**config.mk**
```make
export PLATFORM = sky130hd
export DESIGN_NAME = serial_command_frame_encoder
export DESIGN_NICKNAME = d
export VERILOG_FILES = /design/src/rtl/core/sfe_pkg.sv /design/src/rtl/core/serial_command_frame_encoder.sv /design/src/rtl/core/sfe_front.sv /design/src/rtl/core/sfe_queue.sv /design/src/rtl/core/sfe_back.sv
export SDC_FILE = /design/constraint.sdc
export NUM_CORES = 1
export LEC_CHECK = 0
export ABC_AREA = 1
export BUFFER_PORTS_ARGS = -buffer_cell sky130_fd_sc_hd__buf_4
export CORE_ASPECT_RATIO = 0.8
export CORE_MARGIN = 3
export CORE_UTILIZATION = 46
export DETAILED_ROUTE_END_ITERATION = 6
export SLEW_MARGIN = 20
export SYNTH_ARGS = -nofsm -noshare
export SYNTH_HDL_FRONTEND = slang
export SYNTH_HIERARCHICAL = 1
export SYNTH_SLANG_ARGS = --single-unit
```
**constraint.sdc**
```tcl
create_clock -name clk -period 8.5 [get_ports clk]
set_input_delay 1.7 -clock clk [delete_from_list [all_inputs] [get_ports clk]]
set_output_delay 1.7 -clock clk [all_outputs]
set_load 0.01 [all_outputs]
```
**src/rtl/core/sfe_pkg.sv**
```systemverilog
// Shared types and constants for the serial command frame encoder.
// Used by every module in rtl/core; depends on nothing else.
package sfe_pkg;

    localparam int POS_W          = 12;
    localparam int PROD_W         = 2 * POS_W;
    localparam int STEP_W         = $clog2(PROD_W);
    localparam int QUEUE_DEPTH_DEF = 2;

    localparam logic [7:0] HDR_BYTE  = 8'hFE;
    localparam logic [7:0] LEN_SHORT = 8'h04;
    localparam logic [7:0] LEN_DATE  = 8'h05;
    localparam logic [7:0] CMD_TOUCH = 8'hA1;
    localparam logic [7:0] CMD_TIME  = 8'hA4;
    localparam logic [7:0] CMD_DATE  = 8'hA5;

    localparam logic [POS_W-1:0] YEAR_BASE = 12'd2000;
    localparam logic [POS_W-1:0] SCALE_SAT = 12'hFFF;

    localparam logic [1:0] KIND_TOUCH = 2'd0;
    localparam logic [1:0] KIND_TIME  = 2'd1;
    localparam logic [1:0] KIND_DATE  = 2'd2;

    localparam logic [2:0] REG_ENABLE        = 3'd0;
    localparam logic [2:0] REG_SCREEN_WIDTH  = 3'd1;
    localparam logic [2:0] REG_SCREEN_HEIGHT = 3'd2;
    localparam logic [2:0] REG_TARGET_WIDTH  = 3'd3;
    localparam logic [2:0] REG_TARGET_HEIGHT = 3'd4;

    localparam logic [POS_W-1:0] SCREEN_WIDTH_RST  = 12'd800;
    localparam logic [POS_W-1:0] SCREEN_HEIGHT_RST = 12'd480;
    localparam logic [POS_W-1:0] TARGET_WIDTH_RST  = 12'd800;
    localparam logic [POS_W-1:0] TARGET_HEIGHT_RST = 12'd480;

    // One frame as it waits between the front and the back end. The header
    // and checksum are added by the back end.
    typedef struct packed {
        logic [7:0]      len;
        logic [7:0]      cmd;
        logic [3:0][7:0] payload;
    } frame_t;

endpackage

```
**src/rtl/core/serial_command_frame_encoder.sv**
```systemverilog
// Top level of the serial command frame encoder: register port and the
// front end, frame queue and back end. Depends on sfe_pkg, sfe_front,
// sfe_queue and sfe_back.
//
//   Channel   Handshake                     Payload
//   command   start / busy                  kind, touch_x .. weekday_value
//   result    result_valid (strobe)         out_byte, frame_end
//   config    psel, penable, pwrite, pready paddr, pwdata, prdata
//
// Time and date commands go into the queue in the cycle they are taken. A touch
// command keeps busy high through one multiply, 24 restoring division steps and
// a push that waits while the queue is full; no new command is taken meanwhile.
// Frames leave at one byte a cycle: 7 bytes for touch and time, 8 for date,
// with no gap between queued frames. busy is high while the front end works or
// the queue is full. The receiver cannot stall, so each byte is shown once.
// Reset empties the queue and restores the register defaults; enable resets low.
module serial_command_frame_encoder #(
    parameter int QUEUE_DEPTH = sfe_pkg::QUEUE_DEPTH_DEF
) (
    input  logic        clk,
    input  logic        rst_n,
    input  logic        psel,
    input  logic        penable,
    input  logic        pwrite,
    input  logic [4:0]  paddr,
    input  logic [31:0] pwdata,
    output logic [31:0] prdata,
    output logic        pready,
    input  logic        start,
    output logic        busy,
    input  logic [1:0]  kind,
    input  logic [11:0] touch_x,
    input  logic [11:0] touch_y,
    input  logic [7:0]  hour_value,
    input  logic [7:0]  minute_value,
    input  logic [7:0]  time_format,
    input  logic [11:0] year_value,
    input  logic [7:0]  month_value,
    input  logic [7:0]  day_value,
    input  logic [7:0]  weekday_value,
    output logic        result_valid,
    output logic [7:0]  out_byte,
    output logic        frame_end
);
    import sfe_pkg::*;

    logic              enable_reg;
    logic [POS_W-1:0]  screen_width_reg, screen_height_reg;
    logic [POS_W-1:0]  target_width_reg, target_height_reg;
    logic [2:0]        reg_idx;
    logic              wr_en;
    logic              q_full, q_valid, push, pop;
    frame_t            push_frame, q_data;

    assign pready  = 1'b1;
    assign reg_idx = paddr[4:2];
    assign wr_en   = psel && penable && pwrite && pready;

    always_ff @(posedge clk or negedge rst_n)
    begin
        if (!rst_n)
        begin
            enable_reg        <= 1'b0;
            screen_width_reg  <= SCREEN_WIDTH_RST;
            screen_height_reg <= SCREEN_HEIGHT_RST;
            target_width_reg  <= TARGET_WIDTH_RST;
            target_height_reg <= TARGET_HEIGHT_RST;
        end
        else if (wr_en)
        begin
            case (reg_idx)
                REG_ENABLE:        enable_reg        <= pwdata[0];
                REG_SCREEN_WIDTH:  screen_width_reg  <= pwdata[POS_W-1:0];
                REG_SCREEN_HEIGHT: screen_height_reg <= pwdata[POS_W-1:0];
                REG_TARGET_WIDTH:  target_width_reg  <= pwdata[POS_W-1:0];
                REG_TARGET_HEIGHT: target_height_reg <= pwdata[POS_W-1:0];
                default:           ;
            endcase
        end
    end

    always_comb
    begin
        case (reg_idx)
            REG_ENABLE:        prdata = {31'd0, enable_reg};
            REG_SCREEN_WIDTH:  prdata = {20'd0, screen_width_reg};
            REG_SCREEN_HEIGHT: prdata = {20'd0, screen_height_reg};
            REG_TARGET_WIDTH:  prdata = {20'd0, target_width_reg};
            REG_TARGET_HEIGHT: prdata = {20'd0, target_height_reg};
            default:           prdata = '0;
        endcase
    end

    sfe_front u_front (
        .clk           (clk),
        .rst_n         (rst_n),
        .start         (start),
        .busy          (busy),
        .enable        (enable_reg),
        .screen_width  (screen_width_reg),
        .screen_height (screen_height_reg),
        .target_width  (target_width_reg),
        .target_height (target_height_reg),
        .kind          (kind),
        .touch_x       (touch_x),
        .touch_y       (touch_y),
        .hour_value    (hour_value),
        .minute_value  (minute_value),
        .time_format   (time_format),
        .year_value    (year_value),
        .month_value   (month_value),
        .day_value     (day_value),
        .weekday_value (weekday_value),
        .q_full        (q_full),
        .push          (push),
        .push_frame    (push_frame)
    );

    sfe_queue #(
        .DEPTH (QUEUE_DEPTH)
    ) u_queue (
        .clk        (clk),
        .rst_n      (rst_n),
        .push       (push),
        .push_frame (push_frame),
        .q_full     (q_full),
        .pop        (pop),
        .q_valid    (q_valid),
        .q_data     (q_data)
    );

    sfe_back u_back (
        .clk          (clk),
        .rst_n        (rst_n),
        .q_valid      (q_valid),
        .q_data       (q_data),
        .pop          (pop),
        .result_valid (result_valid),
        .out_byte     (out_byte),
        .frame_end    (frame_end)
    );

endmodule

```
**src/rtl/core/sfe_front.sv**
```systemverilog
// Front end: accepts commands, scales touch positions and builds frames.
// Depends on sfe_pkg.
module sfe_front (
    input  logic                    clk,
    input  logic                    rst_n,
    input  logic                    start,
    output logic                    busy,
    input  logic                    enable,
    input  logic [sfe_pkg::POS_W-1:0] screen_width,
    input  logic [sfe_pkg::POS_W-1:0] screen_height,
    input  logic [sfe_pkg::POS_W-1:0] target_width,
    input  logic [sfe_pkg::POS_W-1:0] target_height,
    input  logic [1:0]              kind,
    input  logic [sfe_pkg::POS_W-1:0] touch_x,
    input  logic [sfe_pkg::POS_W-1:0] touch_y,
    input  logic [7:0]              hour_value,
    input  logic [7:0]              minute_value,
    input  logic [7:0]              time_format,
    input  logic [sfe_pkg::POS_W-1:0] year_value,
    input  logic [7:0]              month_value,
    input  logic [7:0]              day_value,
    input  logic [7:0]              weekday_value,
    input  logic                    q_full,
    output logic                    push,
    output sfe_pkg::frame_t         push_frame
);
    import sfe_pkg::*;

    typedef enum logic [1:0] {F_IDLE, F_MUL, F_DIV, F_PUSH} state_t;

    state_t              state_reg, state_next;
    logic [POS_W-1:0]    px_reg, px_next, py_reg, py_next;
    logic [PROD_W-1:0]   wx_reg, wx_next, wy_reg, wy_next;
    logic [POS_W-1:0]    rx_reg, rx_next, ry_reg, ry_next;
    logic [STEP_W-1:0]   step_reg, step_next;
    logic [POS_W-1:0]    qx, qy;
    logic [POS_W-1:0]    year_off;

    // One restoring division step: remainder in the upper part, dividend
    // bits leaving and quotient bits entering the lower part.
    function automatic logic [POS_W+PROD_W-1:0] div_step(
        input logic [POS_W-1:0]  rem,
        input logic [PROD_W-1:0] work,
        input logic [POS_W-1:0]  div
    );
        logic [POS_W:0]   trial;
        logic [POS_W:0]   diff;
        logic             qbit;
        trial = {rem, work[PROD_W-1]};
        diff  = trial - {1'b0, div};
        qbit  = (trial >= {1'b0, div});
        if (qbit)
        begin
            return {diff[POS_W-1:0], work[PROD_W-2:0], 1'b1};
        end
        return {trial[POS_W-1:0], work[PROD_W-2:0], 1'b0};
    endfunction

    always_comb
    begin
        state_next = state_reg;
        px_next    = px_reg;
        py_next    = py_reg;
        wx_next    = wx_reg;
        wy_next    = wy_reg;
        rx_next    = rx_reg;
        ry_next    = ry_reg;
        step_next  = step_reg;
        case (state_reg)
            F_IDLE:
            begin
                if (start && !q_full && enable && kind == KIND_TOUCH)
                begin
                    px_next    = touch_x;
                    py_next    = touch_y;
                    state_next = F_MUL;
                end
            end
            F_MUL:
            begin
                wx_next    = PROD_W'(px_reg) * PROD_W'(target_width);
                wy_next    = PROD_W'(py_reg) * PROD_W'(target_height);
                rx_next    = '0;
                ry_next    = '0;
                step_next  = '0;
                state_next = F_DIV;
            end
            F_DIV:
            begin
                {rx_next, wx_next} = div_step(rx_reg, wx_reg, screen_width);
                {ry_next, wy_next} = div_step(ry_reg, wy_reg, screen_height);
                step_next = step_reg + 1'b1;
                if (step_reg == STEP_W'(PROD_W - 1))
                begin
                    state_next = F_PUSH;
                end
            end
            F_PUSH:
            begin
                if (!q_full)
                begin
                    state_next = F_IDLE;
                end
            end
            default:
            begin
                state_next = F_IDLE;
            end
        endcase
    end

    // A zero divisor gives an all-ones answer, as the divider hardware would.
    assign qx = (screen_width == '0)  ? SCALE_SAT : wx_reg[POS_W-1:0];
    assign qy = (screen_height == '0) ? SCALE_SAT : wy_reg[POS_W-1:0];
    assign year_off = year_value - YEAR_BASE;

    always_comb
    begin
        push_frame = '0;
        if (state_reg == F_PUSH)
        begin
            push_frame.len        = LEN_SHORT;
            push_frame.cmd        = CMD_TOUCH;
            push_frame.payload[0] = qx[7:0];
            push_frame.payload[1] = {qx[11:8], qy[11:8]};
            push_frame.payload[2] = qy[7:0];
        end
        else if (kind == KIND_DATE)
        begin
            push_frame.len        = LEN_DATE;
            push_frame.cmd        = CMD_DATE;
            push_frame.payload[0] = year_off[7:0];
            push_frame.payload[1] = month_value;
            push_frame.payload[2] = day_value;
            push_frame.payload[3] = weekday_value;
        end
        else
        begin
            push_frame.len        = LEN_SHORT;
            push_frame.cmd        = CMD_TIME;
            push_frame.payload[0] = hour_value;
            push_frame.payload[1] = minute_value;
            push_frame.payload[2] = time_format;
        end
    end

    assign busy = (state_reg != F_IDLE) || q_full;
    assign push = (state_reg == F_PUSH && !q_full)
               || (state_reg == F_IDLE && start && !q_full && enable
                   && (kind == KIND_TIME || kind == KIND_DATE));

    always_ff @(posedge clk or negedge rst_n)
    begin
        if (!rst_n)
        begin
            state_reg <= F_IDLE;
            step_reg  <= '0;
        end
        else
        begin
            state_reg <= state_next;
            step_reg  <= step_next;
        end
    end

    always_ff @(posedge clk)
    begin
        px_reg <= px_next;
        py_reg <= py_next;
        wx_reg <= wx_next;
        wy_reg <= wy_next;
        rx_reg <= rx_next;
        ry_reg <= ry_next;
    end

endmodule

```
**src/rtl/core/sfe_queue.sv**
```systemverilog
// Short frame queue between the front and the back end.
// Depends on sfe_pkg.
module sfe_queue #(
    parameter int DEPTH = sfe_pkg::QUEUE_DEPTH_DEF
) (
    input  logic            clk,
    input  logic            rst_n,
    input  logic            push,
    input  sfe_pkg::frame_t push_frame,
    output logic            q_full,
    input  logic            pop,
    output logic            q_valid,
    output sfe_pkg::frame_t q_data
);
    import sfe_pkg::*;

    localparam int PTR_W = (DEPTH > 1) ? $clog2(DEPTH) : 1;
    localparam int CNT_W = $clog2(DEPTH + 1);

    frame_t             mem [DEPTH];
    logic [PTR_W-1:0]   wr_ptr_reg, rd_ptr_reg;
    logic [CNT_W-1:0]   count_reg;

    assign q_full  = (count_reg == CNT_W'(DEPTH));
    assign q_valid = (count_reg != '0);
    assign q_data  = mem[rd_ptr_reg];

    always_ff @(posedge clk or negedge rst_n)
    begin
        if (!rst_n)
        begin
            wr_ptr_reg <= '0;
            rd_ptr_reg <= '0;
            count_reg  <= '0;
        end
        else
        begin
            if (push)
            begin
                wr_ptr_reg <= (wr_ptr_reg == PTR_W'(DEPTH - 1)) ? '0 : wr_ptr_reg + 1'b1;
            end
            if (pop)
            begin
                rd_ptr_reg <= (rd_ptr_reg == PTR_W'(DEPTH - 1)) ? '0 : rd_ptr_reg + 1'b1;
            end
            if (push && !pop)
            begin
                count_reg <= count_reg + 1'b1;
            end
            else if (pop && !push)
            begin
                count_reg <= count_reg - 1'b1;
            end
        end
    end

    always_ff @(posedge clk)
    begin
        if (push)
        begin
            mem[wr_ptr_reg] <= push_frame;
        end
    end

    a_no_overflow: assert property (@(posedge clk) disable iff (!rst_n)
        push |-> !q_full)
        else $error("frame pushed into a full queue");
    a_no_underflow: assert property (@(posedge clk) disable iff (!rst_n)
        pop |-> q_valid)
        else $error("frame popped from an empty queue");
    a_count_up: assert property (@(posedge clk) disable iff (!rst_n)
        (push && !pop) |=> count_reg == $past(count_reg) + 1'b1)
        else $error("queue fill count lost a push");

endmodule

```
**src/rtl/core/sfe_back.sv**
```systemverilog
// Back end: sends each queued frame byte by byte with a running checksum.
// Depends on sfe_pkg.
module sfe_back (
    input  logic            clk,
    input  logic            rst_n,
    input  logic            q_valid,
    input  sfe_pkg::frame_t q_data,
    output logic            pop,
    output logic            result_valid,
    output logic [7:0]      out_byte,
    output logic            frame_end
);
    import sfe_pkg::*;

    logic        active_reg;
    logic [2:0]  idx_reg;
    logic [7:0]  sum_reg;
    frame_t      cur_reg;
    logic [7:0]  byte_sel;
    logic        last;

    always_comb
    begin
        case (idx_reg)
            3'd0:    byte_sel = HDR_BYTE;
            3'd1:    byte_sel = cur_reg.len;
            3'd2:    byte_sel = cur_reg.cmd;
            3'd3:    byte_sel = cur_reg.payload[0];
            3'd4:    byte_sel = cur_reg.payload[1];
            3'd5:    byte_sel = cur_reg.payload[2];
            3'd6:    byte_sel = cur_reg.payload[3];
            default: byte_sel = '0;
        endcase
    end

    // The checksum follows the payload: its index is the length byte plus two.
    assign last         = active_reg && (idx_reg == cur_reg.len[2:0] + 3'd2);
    assign result_valid = active_reg;
    assign frame_end    = last;
    assign out_byte     = last ? (8'd0 - sum_reg) : byte_sel;
    assign pop          = q_valid && (!active_reg || last);

    always_ff @(posedge clk or negedge rst_n)
    begin
        if (!rst_n)
        begin
            active_reg <= 1'b0;
            idx_reg    <= '0;
            sum_reg    <= '0;
        end
        else if (pop)
        begin
            active_reg <= 1'b1;
            idx_reg    <= '0;
            sum_reg    <= '0;
        end
        else if (last)
        begin
            active_reg <= 1'b0;
        end
        else if (active_reg)
        begin
            idx_reg <= idx_reg + 1'b1;
            sum_reg <= sum_reg + byte_sel;
        end
    end

    always_ff @(posedge clk)
    begin
        if (pop)
        begin
            cur_reg <= q_data;
        end
    end

    a_frame_whole: assert property (@(posedge clk) disable iff (!rst_n)
        (result_valid && !frame_end) |=> result_valid)
        else $error("frame broken off before its checksum");
    a_idle_after_end: assert property (@(posedge clk) disable iff (!rst_n)
        (frame_end && !q_valid) |=> !result_valid)
        else $error("byte sent with no frame queued");
    a_header_first: assert property (@(posedge clk) disable iff (!rst_n)
        $past(pop) |-> (result_valid && out_byte == HDR_BYTE))
        else $error("frame does not open with the header byte");

endmodule

```
==> flow_summary.toml <==
[worst_setup_path]
endpoint = "u_front/wy_reg[23]"
path_depth = 19
worstReg2RegEnd = "u_front/wy_reg[23]"
required_ns = 8.80
reg2reg_from = "target_height_reg[3]"
r2r_cells = 19
start_kind = "flip-flop"
path_delay_family = "adder cells"
crit_top_cell = "fa_1"
worstPathCellList = "nand2_1 -> fa_1 -> fa_1 -> inv_1 -> fa_1 -> fa_1 -> inv_1 -> fa_1 -> inv_1 -> ha_1 -> nand2_1 -> nor2_1 -> inv_1 -> nor2_1 -> nand3_1 -> nand3_1 -> nand2_1 -> nand3_1 -> nand2_1"
critPathArrivalTime_ns = 5.43
crit_slowest_cell = "dfrtp_1"
cp_max_fo = 14
critPathKind = "flip-flop to flip-flop"
max_stage_delay_ns = 0.74
cp_num_buf_inv = 4
crit_start = "target_height_reg[3]"
rrSetupSlack_ns = 3.37
end_kind = "flip-flop"

[yosys]
synth-main-ff-cell = "edfxtp_1"
synth_seq_area_share = 0.349
ys_ff_latch = 312
syn-cell-area_sq_mm = 0.0259
ys.warnings.count = 6
avgSynthCellArea_sq_um = 8.55
async_flop_share = 0.231
syn_inst = 3025
synth_edf_count = 240
ys_types = 50

[sta]
tns_ns = 0
holdWs_ns = 0.491
setup_violations = 0
min_period_ns = 5.13
worstMarginPinSlew_ns = 0.957
fin_skew_ns = 0.0266
maxSlewViolCount = 0
slew_headroom = 0.362
rsz0062_at_grt = "no"
finalHoldViolCount = 0
fmax_mhz = 195
fin_crit_sh = 0.603

[clock_tree]
clk_latency_ns = 0.55
cts_tree = "yes"
numCtsBuffers = 36
clk_path_buf_depth = 3
path_clk_slew_ns = 0.06
cts_resized = 0
cts_hold_buf = 0
cts_setup_buffers = 0
cts_sinks = 312
cts_root_buf = "clkbuf_16"
htree_levels = 2

[layout]
largest_reg_flops = 96
seqCellArea_sq_mm = 0.00903
nNetsFinal = 3593
final_cell_mix = "nand2_1, inv_1, edfxtp_1"
n_antenna_cell = 0
n_fill_cell = 5222
drive_gt1_frac = 0.106
final_common_cell = "nand2_1"
multiInputGateArea_sq_mm = 0.0141
area_delta_synth_final_pct = 9.77

[global_route]
grt_antenna_before_repair = 0
grtUsageTotal = 0.213
grt_max_degree = 93
grt_pass1_wl_microns = 102000
grt_pass1_vias = 19500
grt_overflow = 0

[placement]
routabilityCongestion = 0.890
io_buffer_count = 125
dp_hpwl_microns = 46900

[floorplan]
io_pins = 173
core_sq_mm = 0.0554
die_w_microns = 271
die_h_microns = 218
start_util = 0.467
fp-row-count = 77
dieArea_sq_mm = 0.0591

[run]
drv_cap = 0

[route]
antenna_left = 0
route.detailed.wl_per_inst_microns = 16.1
vias = 19500
routed_wl_microns = 62400
first_iter_violations = 1318
drc = 0
viasPerCell = 5.03
dr.pass1.iters = 7

[power]
seq_power_share = 0.267
swShare = 0.465
vdd_drop_max_mv = 0.219
p_comb_frac = 0.589
power_density_mw_per_mm2 = 375
p_clk_frac = 0.144
internal-power_mw = 5.70
netSwitchingPower_mw = 4.96
cellLeakagePower_nw = 14.5
p_total_mw = 10.7

[min_path]
min-delay-path-class = "flip-flop to flip-flop"

[outcome]
status = "complete, no violations"
## routing by layer
layer  part of all wire  GRT usage  vias up
li1                   -          -     9538
met4              0.021     0.0556        0
met5                  0          0        -
met2               0.44      0.334      542
met3              0.068     0.0371      100
met1               0.47      0.308     9294
## layout make-up
class | instances | area share
clock buffer | 47 | 0.0346
clock inverter | 18 | 0.00661
inverter | 566 | 0.0749
multi-input combinational | 2037 | 0.496
sequential | 312 | 0.318
tap | 750 | 0.0330
timing repair buffer | 139 | 0.0367
## cell usage after synthesis, types with 5 or more instances
library cell | instances | area share
and2_1 | 8 | 0.0019
xnor2_1 | 18 | 0.0061
edfxtp_1 | 240 | 0.28
mux2_4 | 10 | 0.0058
nand2_2 | 10 | 0.0024
nand2_1 | 943 | 0.14
nor2_1 | 130 | 0.019
nand3b_1 | 17 | 0.0049
o21bai_1 | 8 | 0.0023
xor2_1 | 17 | 0.0058
nand3_1 | 129 | 0.025
o21ai_1 | 25 | 0.0048
nand3_2 | 5 | 0.0019
inv_2 | 10 | 0.0015
a21oi_1 | 56 | 0.011
dfstp_2 | 14 | 0.014
fa_1 | 203 | 0.16
o21ai_2 | 11 | 0.0037
dfrtp_1 | 58 | 0.056
or2_2 | 5 | 0.0012
ha_1 | 169 | 0.082
clkbuf_1 | 69 | 0.010
nor3_1 | 10 | 0.0019
nor2_2 | 7 | 0.0017
nand4_1 | 52 | 0.013
mux2_2 | 38 | 0.017
a22oi_1 | 21 | 0.0061
a21oi_2 | 7 | 0.0024
buf_6 | 9 | 0.0039
o21ai_0 | 81 | 0.016
inv_1 | 555 | 0.081
buf_4 | 42 | 0.012
buf_2 | 16 | 0.0031
## power by group through the flow
stage	registers, mW	clock network [mW]	logic [mW]
final	2.85	1.54	6.27
after global routing	2.90	1.64	7.27
after CTS	2.84	1.58	6.31
after detailed placement	2.86	0	6.27
after global placement	2.85	0	6.17
after floorplan	2.67	0	4.88
## logic make-up (layout without fill, tap and decap cells)
group                    after synthesis  after routing  synth area share
AND/OR/NAND/NOR                     1327           1327             0.215
multiplexers                          48             48            0.0223
AO/OA/AOI/OAI                        220            220            0.0496
flip-flops                           312            312             0.349
XOR/XNOR                              36             36            0.0125
buffers and inverters                706            770             0.112
adder cells (fa/ha/maj)              372            372             0.239
other                                  4             34          0.000580
## tightest hold or removal path: cells and delay by family (launching register included)
| family | cells | cell delay (ns) |
|---|---|---|
| compound gates | 1 | 0.06 |
| flops | 1 | 0.38 |
| simple gates | 1 | 0.05 |
## how the worst min path moves through the flow
stage,start,endpoint,depth (start not counted)
global route,screen_height_reg[6],screen_height_reg[6],2
global placement,u_queue/count_reg[1],u_queue/count_reg[1],2
detailed placement,u_queue/count_reg[1],u_queue/count_reg[1],2
floorplan,u_queue/count_reg[1],u_queue/count_reg[1],2
finish,screen_height_reg[7],screen_height_reg[7],2
CTS,u_queue/count_reg[1],u_queue/count_reg[1],2
## metrics by stage
| stage | cell area (sq um) | setup WS, ns | util | std cells |
|---|---|---|---|---|
| 2_1_floorplan | 26000 | 3.70 | - | 3055 |
| 3_3_place_gp | 27200 | 3.43 | 0.491 | 3804 |
| 3_5_place_dp | 27200 | 3.38 | 0.491 | 3804 |
| 4_1_cts | 28400 | 3.37 | 0.513 | 3869 |
| 5_1_grt | 28400 | 3.04 | 0.513 | 3869 |
| 6_report | 28400 | 3.37 | 0.513 | 3869 |
Power figures use the tool's default switching activity.
